===== config.mk =====
export PLATFORM = sky130hd
export DESIGN_NAME = track_jump_distance
export DESIGN_NICKNAME = d
export VERILOG_FILES = /design/src/rtl/tjd_pkg.sv /design/src/rtl/track_jump_distance.sv
export VERILOG_INCLUDE_DIRS = /design/src /design/src/rtl
export SDC_FILE = /design/constraint.sdc
export NUM_CORES = 2
export LEC_CHECK = 0
export BUFFER_PORTS_ARGS = -buffer_cell sky130_fd_sc_hd__clkbuf_2
export CAP_MARGIN = 20
export CORE_ASPECT_RATIO = 1.25
export CORE_MARGIN = 2
export CORE_UTILIZATION = 57
export CTS_CLUSTER_SIZE = 16
export DETAILED_ROUTE_END_ITERATION = 10
export PLACE_DENSITY = 0.74
export SYNTH_ARGS = -nofsm -noshare
export SYNTH_HDL_FRONTEND = slang
export SYNTH_SLANG_ARGS = --single-unit

===== constraint.sdc =====
create_clock -name clk_i -period 18.2 [get_ports clk_i]
set_input_delay 0.91 -clock clk_i [delete_from_list [all_inputs] [get_ports clk_i]]
set_output_delay 0.91 -clock clk_i [all_outputs]
set_load 0.01 [all_outputs]

===== src/rtl/assert_macros.svh =====
// assertion macros used by the track jump distance block
// needs clk_i and rst_ni in the scope where a macro is used
`ifndef ASSERT_MACROS_SVH
`define ASSERT_MACROS_SVH

// property holds in the same cycle as its condition
`define TJD_ASSERT(lbl, prop, msg) \
  lbl: assert property (@(posedge clk_i) disable iff (!rst_ni) (prop)) else $error(msg);

// consequence holds in the cycle after the antecedent
`define TJD_ASSERT_NEXT(lbl, ante, cons, msg) \
  lbl: assert property (@(posedge clk_i) disable iff (!rst_ni) (ante) |=> (cons)) \
    else $error(msg);

`endif


===== src/rtl/tjd_pkg.sv =====
// types shared by the track jump distance block
// no dependencies
`default_nettype none

package tjd_pkg;

  // sequencer states
  typedef enum logic [2:0] {
    ST_IDLE,
    ST_SQX,
    ST_SQY,
    ST_SUM,
    ST_ROOT,
    ST_DONE
  } tjd_state_e;

endpackage

`default_nettype wire


===== src/rtl/track_jump_distance.sv =====
// track jump distance: floor euclidean step between consecutive molecules of a trace
// depends on tjd_pkg and assert_macros.svh
//
//  channel | direction | handshake              | payload
//  --------+-----------+------------------------+------------------------------------------
//  in      | input     | in_valid_i/in_ready_o  | first_of_list, trace_id, x_pos, y_pos, state
//  out     | output    | out_valid_o/out_ready_i| jump_trace, jump_length, jump_state
//
// a molecule that gives no jump is only stored and gives no output; for a jump, one
// shared multiplier squares dx then dy, one add forms the radicand, and a restoring
// square root unit resolves one result bit per cycle.
// reset clears the stored molecule and the sequencer; there is no clearing pass.
// the finished jump sits in an output register, so the next molecule is taken while
// it waits; the sequencer holds in its final state only if that register is still full.
`default_nettype none

`include "assert_macros.svh"

module track_jump_distance import tjd_pkg::*; #(
  parameter int COORD_BITS = 24,
  parameter int TRACE_BITS = 16,
  parameter int STATE_BITS = 4
) (
  input  wire                           clk_i,
  input  wire                           rst_ni,
  input  wire                           in_valid_i,
  output logic                          in_ready_o,
  input  wire                           first_of_list_i,
  input  wire        [TRACE_BITS-1:0]   trace_id_i,
  input  wire signed [COORD_BITS-1:0]   x_pos_i,
  input  wire signed [COORD_BITS-1:0]   y_pos_i,
  input  wire        [STATE_BITS-1:0]   mol_state_i,
  output logic                          out_valid_o,
  input  wire                           out_ready_i,
  output logic       [TRACE_BITS-1:0]   jump_trace_o,
  output logic       [COORD_BITS:0]     jump_length_o,
  output logic       [STATE_BITS-1:0]   jump_state_o
);

  localparam int LenBits = COORD_BITS + 1;
  localparam int SqBits  = 2 * COORD_BITS;
  localparam int RadBits = 2 * COORD_BITS + 2;
  localparam int RemBits = COORD_BITS + 2;
  localparam int CntBits = $clog2(COORD_BITS + 1);

  tjd_state_e state_q, state_d;

  // stored previous molecule
  logic                  have_prev_q;
  logic [TRACE_BITS-1:0] prev_trace_q;
  logic [COORD_BITS-1:0] prev_x_q, prev_y_q;

  // working registers
  logic [COORD_BITS-1:0] dx_q, dy_q;
  logic [TRACE_BITS-1:0] trace_q;
  logic [STATE_BITS-1:0] mst_q;
  logic [SqBits-1:0]     prod_q, acc_q;
  logic [RadBits-1:0]    rad_q;
  logic [RemBits-1:0]    rem_q;
  logic [LenBits-1:0]    root_q;
  logic [CntBits-1:0]    cnt_q;

  // output register
  logic                  out_valid_q;
  logic [TRACE_BITS-1:0] out_trace_q;
  logic [LenBits-1:0]    out_len_q;
  logic [STATE_BITS-1:0] out_state_q;

  logic in_fire, match, out_free, last_step, load_out;

  // absolute coordinate differences
  logic [COORD_BITS:0]   diff_x, diff_y;
  logic [COORD_BITS-1:0] abs_x, abs_y;

  assign diff_x = {x_pos_i[COORD_BITS-1], x_pos_i} - {prev_x_q[COORD_BITS-1], prev_x_q};
  assign diff_y = {y_pos_i[COORD_BITS-1], y_pos_i} - {prev_y_q[COORD_BITS-1], prev_y_q};
  assign abs_x  = diff_x[COORD_BITS] ? COORD_BITS'(-diff_x) : diff_x[COORD_BITS-1:0];
  assign abs_y  = diff_y[COORD_BITS] ? COORD_BITS'(-diff_y) : diff_y[COORD_BITS-1:0];

  assign in_fire   = in_valid_i && in_ready_o;
  assign match     = have_prev_q && !first_of_list_i && (prev_trace_q == trace_id_i);
  assign out_free  = !out_valid_q || out_ready_i;
  assign last_step = (cnt_q == CntBits'(COORD_BITS));

  // shared squaring multiplier
  logic [COORD_BITS-1:0] mul_op;
  logic [SqBits-1:0]     mul_res;

  assign mul_op  = (state_q == ST_SQX) ? dx_q : dy_q;
  assign mul_res = SqBits'(mul_op) * SqBits'(mul_op);

  // square root step: bring down two radicand bits, try root*4+1
  logic [RemBits+1:0] rem_shift, trial;
  logic               take;

  assign rem_shift = {rem_q, rad_q[RadBits-1 -: 2]};
  assign trial     = {1'b0, root_q, 2'b01};
  assign take      = (rem_shift >= trial);

  // next state
  always_comb begin
    state_d = state_q;
    unique case (state_q)
      ST_IDLE: if (in_valid_i && match) state_d = ST_SQX;
      ST_SQX:  state_d = ST_SQY;
      ST_SQY:  state_d = ST_SUM;
      ST_SUM:  state_d = ST_ROOT;
      ST_ROOT: if (last_step) state_d = ST_DONE;
      ST_DONE: if (out_free) state_d = ST_IDLE;
      default: state_d = ST_IDLE;
    endcase
  end

  // sequencer outputs
  always_comb begin
    in_ready_o = 1'b0;
    load_out   = 1'b0;
    unique case (state_q)
      ST_IDLE: in_ready_o = 1'b1;
      ST_DONE: load_out   = out_free;
      default: ;
    endcase
  end

  // control registers
  always_ff @(posedge clk_i or negedge rst_ni) begin
    if (!rst_ni) begin
      state_q      <= ST_IDLE;
      have_prev_q  <= 1'b0;
      prev_trace_q <= '0;
      prev_x_q     <= '0;
      prev_y_q     <= '0;
      out_valid_q  <= 1'b0;
      cnt_q        <= '0;
    end else begin
      state_q <= state_d;
      if (in_fire) begin
        have_prev_q  <= 1'b1;
        prev_trace_q <= trace_id_i;
        prev_x_q     <= x_pos_i;
        prev_y_q     <= y_pos_i;
      end
      if (load_out) begin
        out_valid_q <= 1'b1;
      end else if (out_ready_i) begin
        out_valid_q <= 1'b0;
      end
      if (state_q == ST_SUM) begin
        cnt_q <= '0;
      end else if (state_q == ST_ROOT) begin
        cnt_q <= cnt_q + CntBits'(1);
      end
    end
  end

  // datapath registers
  always_ff @(posedge clk_i) begin
    if (in_fire) begin
      dx_q    <= abs_x;
      dy_q    <= abs_y;
      trace_q <= trace_id_i;
      mst_q   <= mol_state_i;
    end
    unique case (state_q)
      ST_SQX: prod_q <= mul_res;
      ST_SQY: begin
        acc_q  <= prod_q;
        prod_q <= mul_res;
      end
      ST_SUM: begin
        rad_q  <= {1'b0, {1'b0, acc_q} + {1'b0, prod_q}};
        rem_q  <= '0;
        root_q <= '0;
      end
      ST_ROOT: begin
        rad_q <= {rad_q[RadBits-3:0], 2'b00};
        if (take) begin
          rem_q  <= RemBits'(rem_shift - trial);
          root_q <= {root_q[LenBits-2:0], 1'b1};
        end else begin
          rem_q  <= RemBits'(rem_shift);
          root_q <= {root_q[LenBits-2:0], 1'b0};
        end
      end
      default: ;
    endcase
    if (load_out) begin
      out_trace_q <= trace_q;
      out_len_q   <= root_q;
      out_state_q <= mst_q;
    end
  end

  assign out_valid_o   = out_valid_q;
  assign jump_trace_o  = out_trace_q;
  assign jump_length_o = out_len_q;
  assign jump_state_o  = out_state_q;

  // checks on the sequencer and the root unit
  `TJD_ASSERT(a_root_count, (state_q != ST_ROOT) || (cnt_q <= CntBits'(COORD_BITS)), "root overrun")
  `TJD_ASSERT(a_rem_bound, (state_q != ST_ROOT) || ({1'b0, rem_q} <= {1'b0, root_q, 1'b0}), "remainder too big")
  `TJD_ASSERT_NEXT(a_start_jump, in_fire && match, state_q == ST_SQX, "jump not started")
  `TJD_ASSERT_NEXT(a_deliver, load_out, out_valid_o && (state_q == ST_IDLE), "jump not delivered")

endmodule

`default_nettype wire

==> flow_metrics.env <==
export IMPL_clk_latency_ns=0.59
export IMPL_pin_count=120
export IMPL_dp_hpwl_um=64400
export IMPL_syn_nets=4549
export IMPL_grt_pass1_vias=27000
export IMPL_num_vias=25900
export IMPL_ys_seq_area_share_pct=29.9
export IMPL_area_growth_synth_to_final_pct=7.70
export IMPL_cp_max_fo=30
export IMPL_slew_limit_headroom_pct=12.5
export IMPL_core_um2=64400
export IMPL_drc=0
export IMPL_skew_ns=0.0194
export IMPL_cts_repair_resized=0
export IMPL_yosysUniqueCellTypes=97
export IMPL_grt_setup_unrepaired="false"
export IMPL_start_util_pct=57.6
export IMPL_r2r_start="state_q[0]"
export IMPL_grt_max_degree=107
export IMPL_cp_slowest_cell="mux2i_1"
export IMPL_drv_slew=0
export IMPL_root_buffer="clkbuf_16"
export IMPL_gp_congestion=0.955
export IMPL_synth_seq_cells=382
export IMPL_cpPeakStageDelay_ns=0.87
export IMPL_r2r_end="prod_q[45]"
export IMPL_die_h_um=289
export IMPL_avgSynthCellArea_um2=9.89
export IMPL_viasPerCell=5.52
export IMPL_antenna_found_initial=0
export IMPL_gr_total_overflow=0
export IMPL_clock_fmax_mhz=97.6
export IMPL_path_class="reg -> reg"
export IMPL_layout_nets=4618
export IMPL_grt_first_pass_wirelength_um=135000
export IMPL_end_kind="flop"
export IMPL_die_w_um=232
export IMPL_setup_viol=0
export IMPL_drive_gt1_share_pct=7.42
export IMPL_synthArstFlopShare_pct=19.4
export IMPL_period_share_pct=56.3
export IMPL_synth_edff_count=308
export IMPL_diodes=0
export IMPL_cts_hold_buf=0
export IMPL_first_pass_iters=7
export IMPL_clk_pin_slew_ns=0.06
export IMPL_port_buffers=119
export IMPL_arrival_ns=10.58
export IMPL_setup_tns_ns=0
export IMPL_numCtsBuffers=41
export IMPL_grt_use_total_pct=25.1
export IMPL_period_minus_slack_ns=10.25
export IMPL_final_hold_viol_count=0
export IMPL_wl_per_cell_um=17.2
export IMPL_r2r_slack_ns=7.95
export IMPL_die_area_um2=67200
export IMPL_worstHoldPathType="in -> async"
export IMPL_htree_num_levels=2
export IMPL_worstMarginPinSlew_ns=1.31
export IMPL_clock_sinks=382
export IMPL_maxCapViolations=0
export IMPL_postRouteAntennaNets=0
export IMPL_drt_iter0_markers=1395
export IMPL_reg2regPathDepth=31
export IMPL_cts_buffer_depth=3
export IMPL_synth_warning_count=0
export IMPL_routed_wl_um=81100
export IMPL_syn_area_um2=37100
export IMPL_ys_flop_type="edfxtp_1"
export IMPL_start_kind="flop"
export IMPL_cp_required_ns=18.54
export IMPL_post_cts_setup_buffers=0
export IMPL_num_rows=104
export IMPL_status="complete, no violations"
export IMPL_cts_tree="yes"
export IMPL_synthCells=3751
-- worst max path at each step --
stage                     startpoint          to  slack [ns]
after global routing      state_q[0]  prod_q[45]        7.49
final                     state_q[0]  prod_q[45]        7.95
after CTS                 state_q[0]  prod_q[45]        8.05
after floorplan           state_q[1]  prod_q[46]        9.56
after global placement    state_q[0]  prod_q[45]        8.21
after detailed placement  state_q[0]  prod_q[45]        8.07
-- placed cells by master (no fill, tap or decap), types with 33 or more instances in the layout --
cell type / Yosys / final
a21o_1: 88 / 88
a21oi_1: 165 / 165
clkbuf_16: 0 / 41
clkbuf_2: 1 / 118
dfrtp_1: 74 / 74
edfxtp_1: 308 / 308
fa_1: 430 / 430
ha_1: 295 / 295
inv_1: 759 / 758
mux2_2: 33 / 33
mux2i_1: 36 / 34
nand2_1: 330 / 330
nand3_1: 44 / 44
nor2_1: 298 / 298
nor3_1: 43 / 43
o21ai_0: 143 / 143
xnor2_1: 117 / 117
xor2_1: 72 / 72
-- kinds of logic after synthesis --
logic type               count (synthesis)  synth area share [%]
AO/OA/AOI/OAI                          607                  10.6
XOR/XNOR                               189                  4.46
adder cells (fa/ha/maj)                725                  33.2
buffers and inverters                  884                  9.04
flip-flops                             382                  29.9
multiplexers                            69                  1.97
AND/OR/NAND/NOR                        895                  10.9
-- layer usage --
layer	track usage, %	wire length (µm)	up-vias	share of wire, %
met4	11.1	3830	0	4.7
met5	0	0	-	0
li1	-	-	12400	-
met3	4.31	4780	211	5.9
met2	45.6	41600	780	51
met1	29.1	30900	12600	38
-- area by class of cell --
type | instances | area, µm²
clock inverters | 24 | 333
clock buffers | 51 | 1070
well taps | 848 | 1060
flip-flops and latches | 382 | 11100
multi-input cells | 2485 | 22700
repair buffers | 143 | 816
inverters | 767 | 2880
fillers | 5338 | 24500
-- critical path: cells and delay by family (launching register included) --
family                   cells  cell delay [ns]
AND/OR/NAND/NOR              3             0.53
multiplexers                 1             0.87
flip-flops                   1             0.54
buffers and inverters       10             1.57
XOR/XNOR                     1             0.09
AO/OA/AOI/OAI                8             2.43
adder cells (fa/ha/maj)      8             3.89
-- per-stage QoR --
stage | setup slack, ns | cells | util, % | cell area (µm²) | hold slack [ns]
after floorplan | 9.56 | 3751 | - | 37100 | 0.400
after global placement | 8.21 | 4622 | 59.8 | 38500 | 0.401
after detailed placement | 8.07 | 4622 | 59.8 | 38500 | 0.405
after CTS | 8.05 | 4697 | 61.9 | 39900 | 0.162
after global routing | 7.49 | 4700 | 62.0 | 40000 | 0.174
final | 7.95 | 4700 | 62.0 | 40000 | 0.178
-- sequential cells by signal, indices dropped and copies added, names as in the netlist --
register	cells
out_valid_o	1
prev_trace_q	16
jump_trace_o	16
state_q	3
mst_q	4
jump_state_o	4
prev_y_q	24
rad_q	50
dy_q	24
dx_q	24
cnt_q	5
trace_q	16
root_q	25
acc_q	47
rem_q	26
prod_q	47
have_prev_q	1
prev_x_q	24
jump_length_o	25
-- synthesized netlist by cell type (all sizes together) (22+ instances only) --
master / instances / share of area, %
inv: 760 / 7.7
fa: 430 / 23
nand2: 330 / 3.3
edfxtp: 308 / 25
nor2: 298 / 3.0
ha: 295 / 9.9
a21oi: 166 / 2.2
o21ai: 147 / 2.0
xnor2: 117 / 2.8
clkbuf: 98 / 0.99
a21o: 89 / 1.8
dfrtp: 74 / 5.0
xor2: 72 / 1.7
nand3: 44 / 0.59
nor3: 43 / 0.58
mux2i: 36 / 0.97
mux2: 33 / 1.0
nand4: 28 / 0.47
o21a: 25 / 0.51
a31oi: 23 / 0.39
a211oi: 22 / 0.46
o31ai: 22 / 0.45
Power is left out: the tool's default activity adds up to more than one toggle a clock period on the data nets, which glitch-free logic cannot reach.
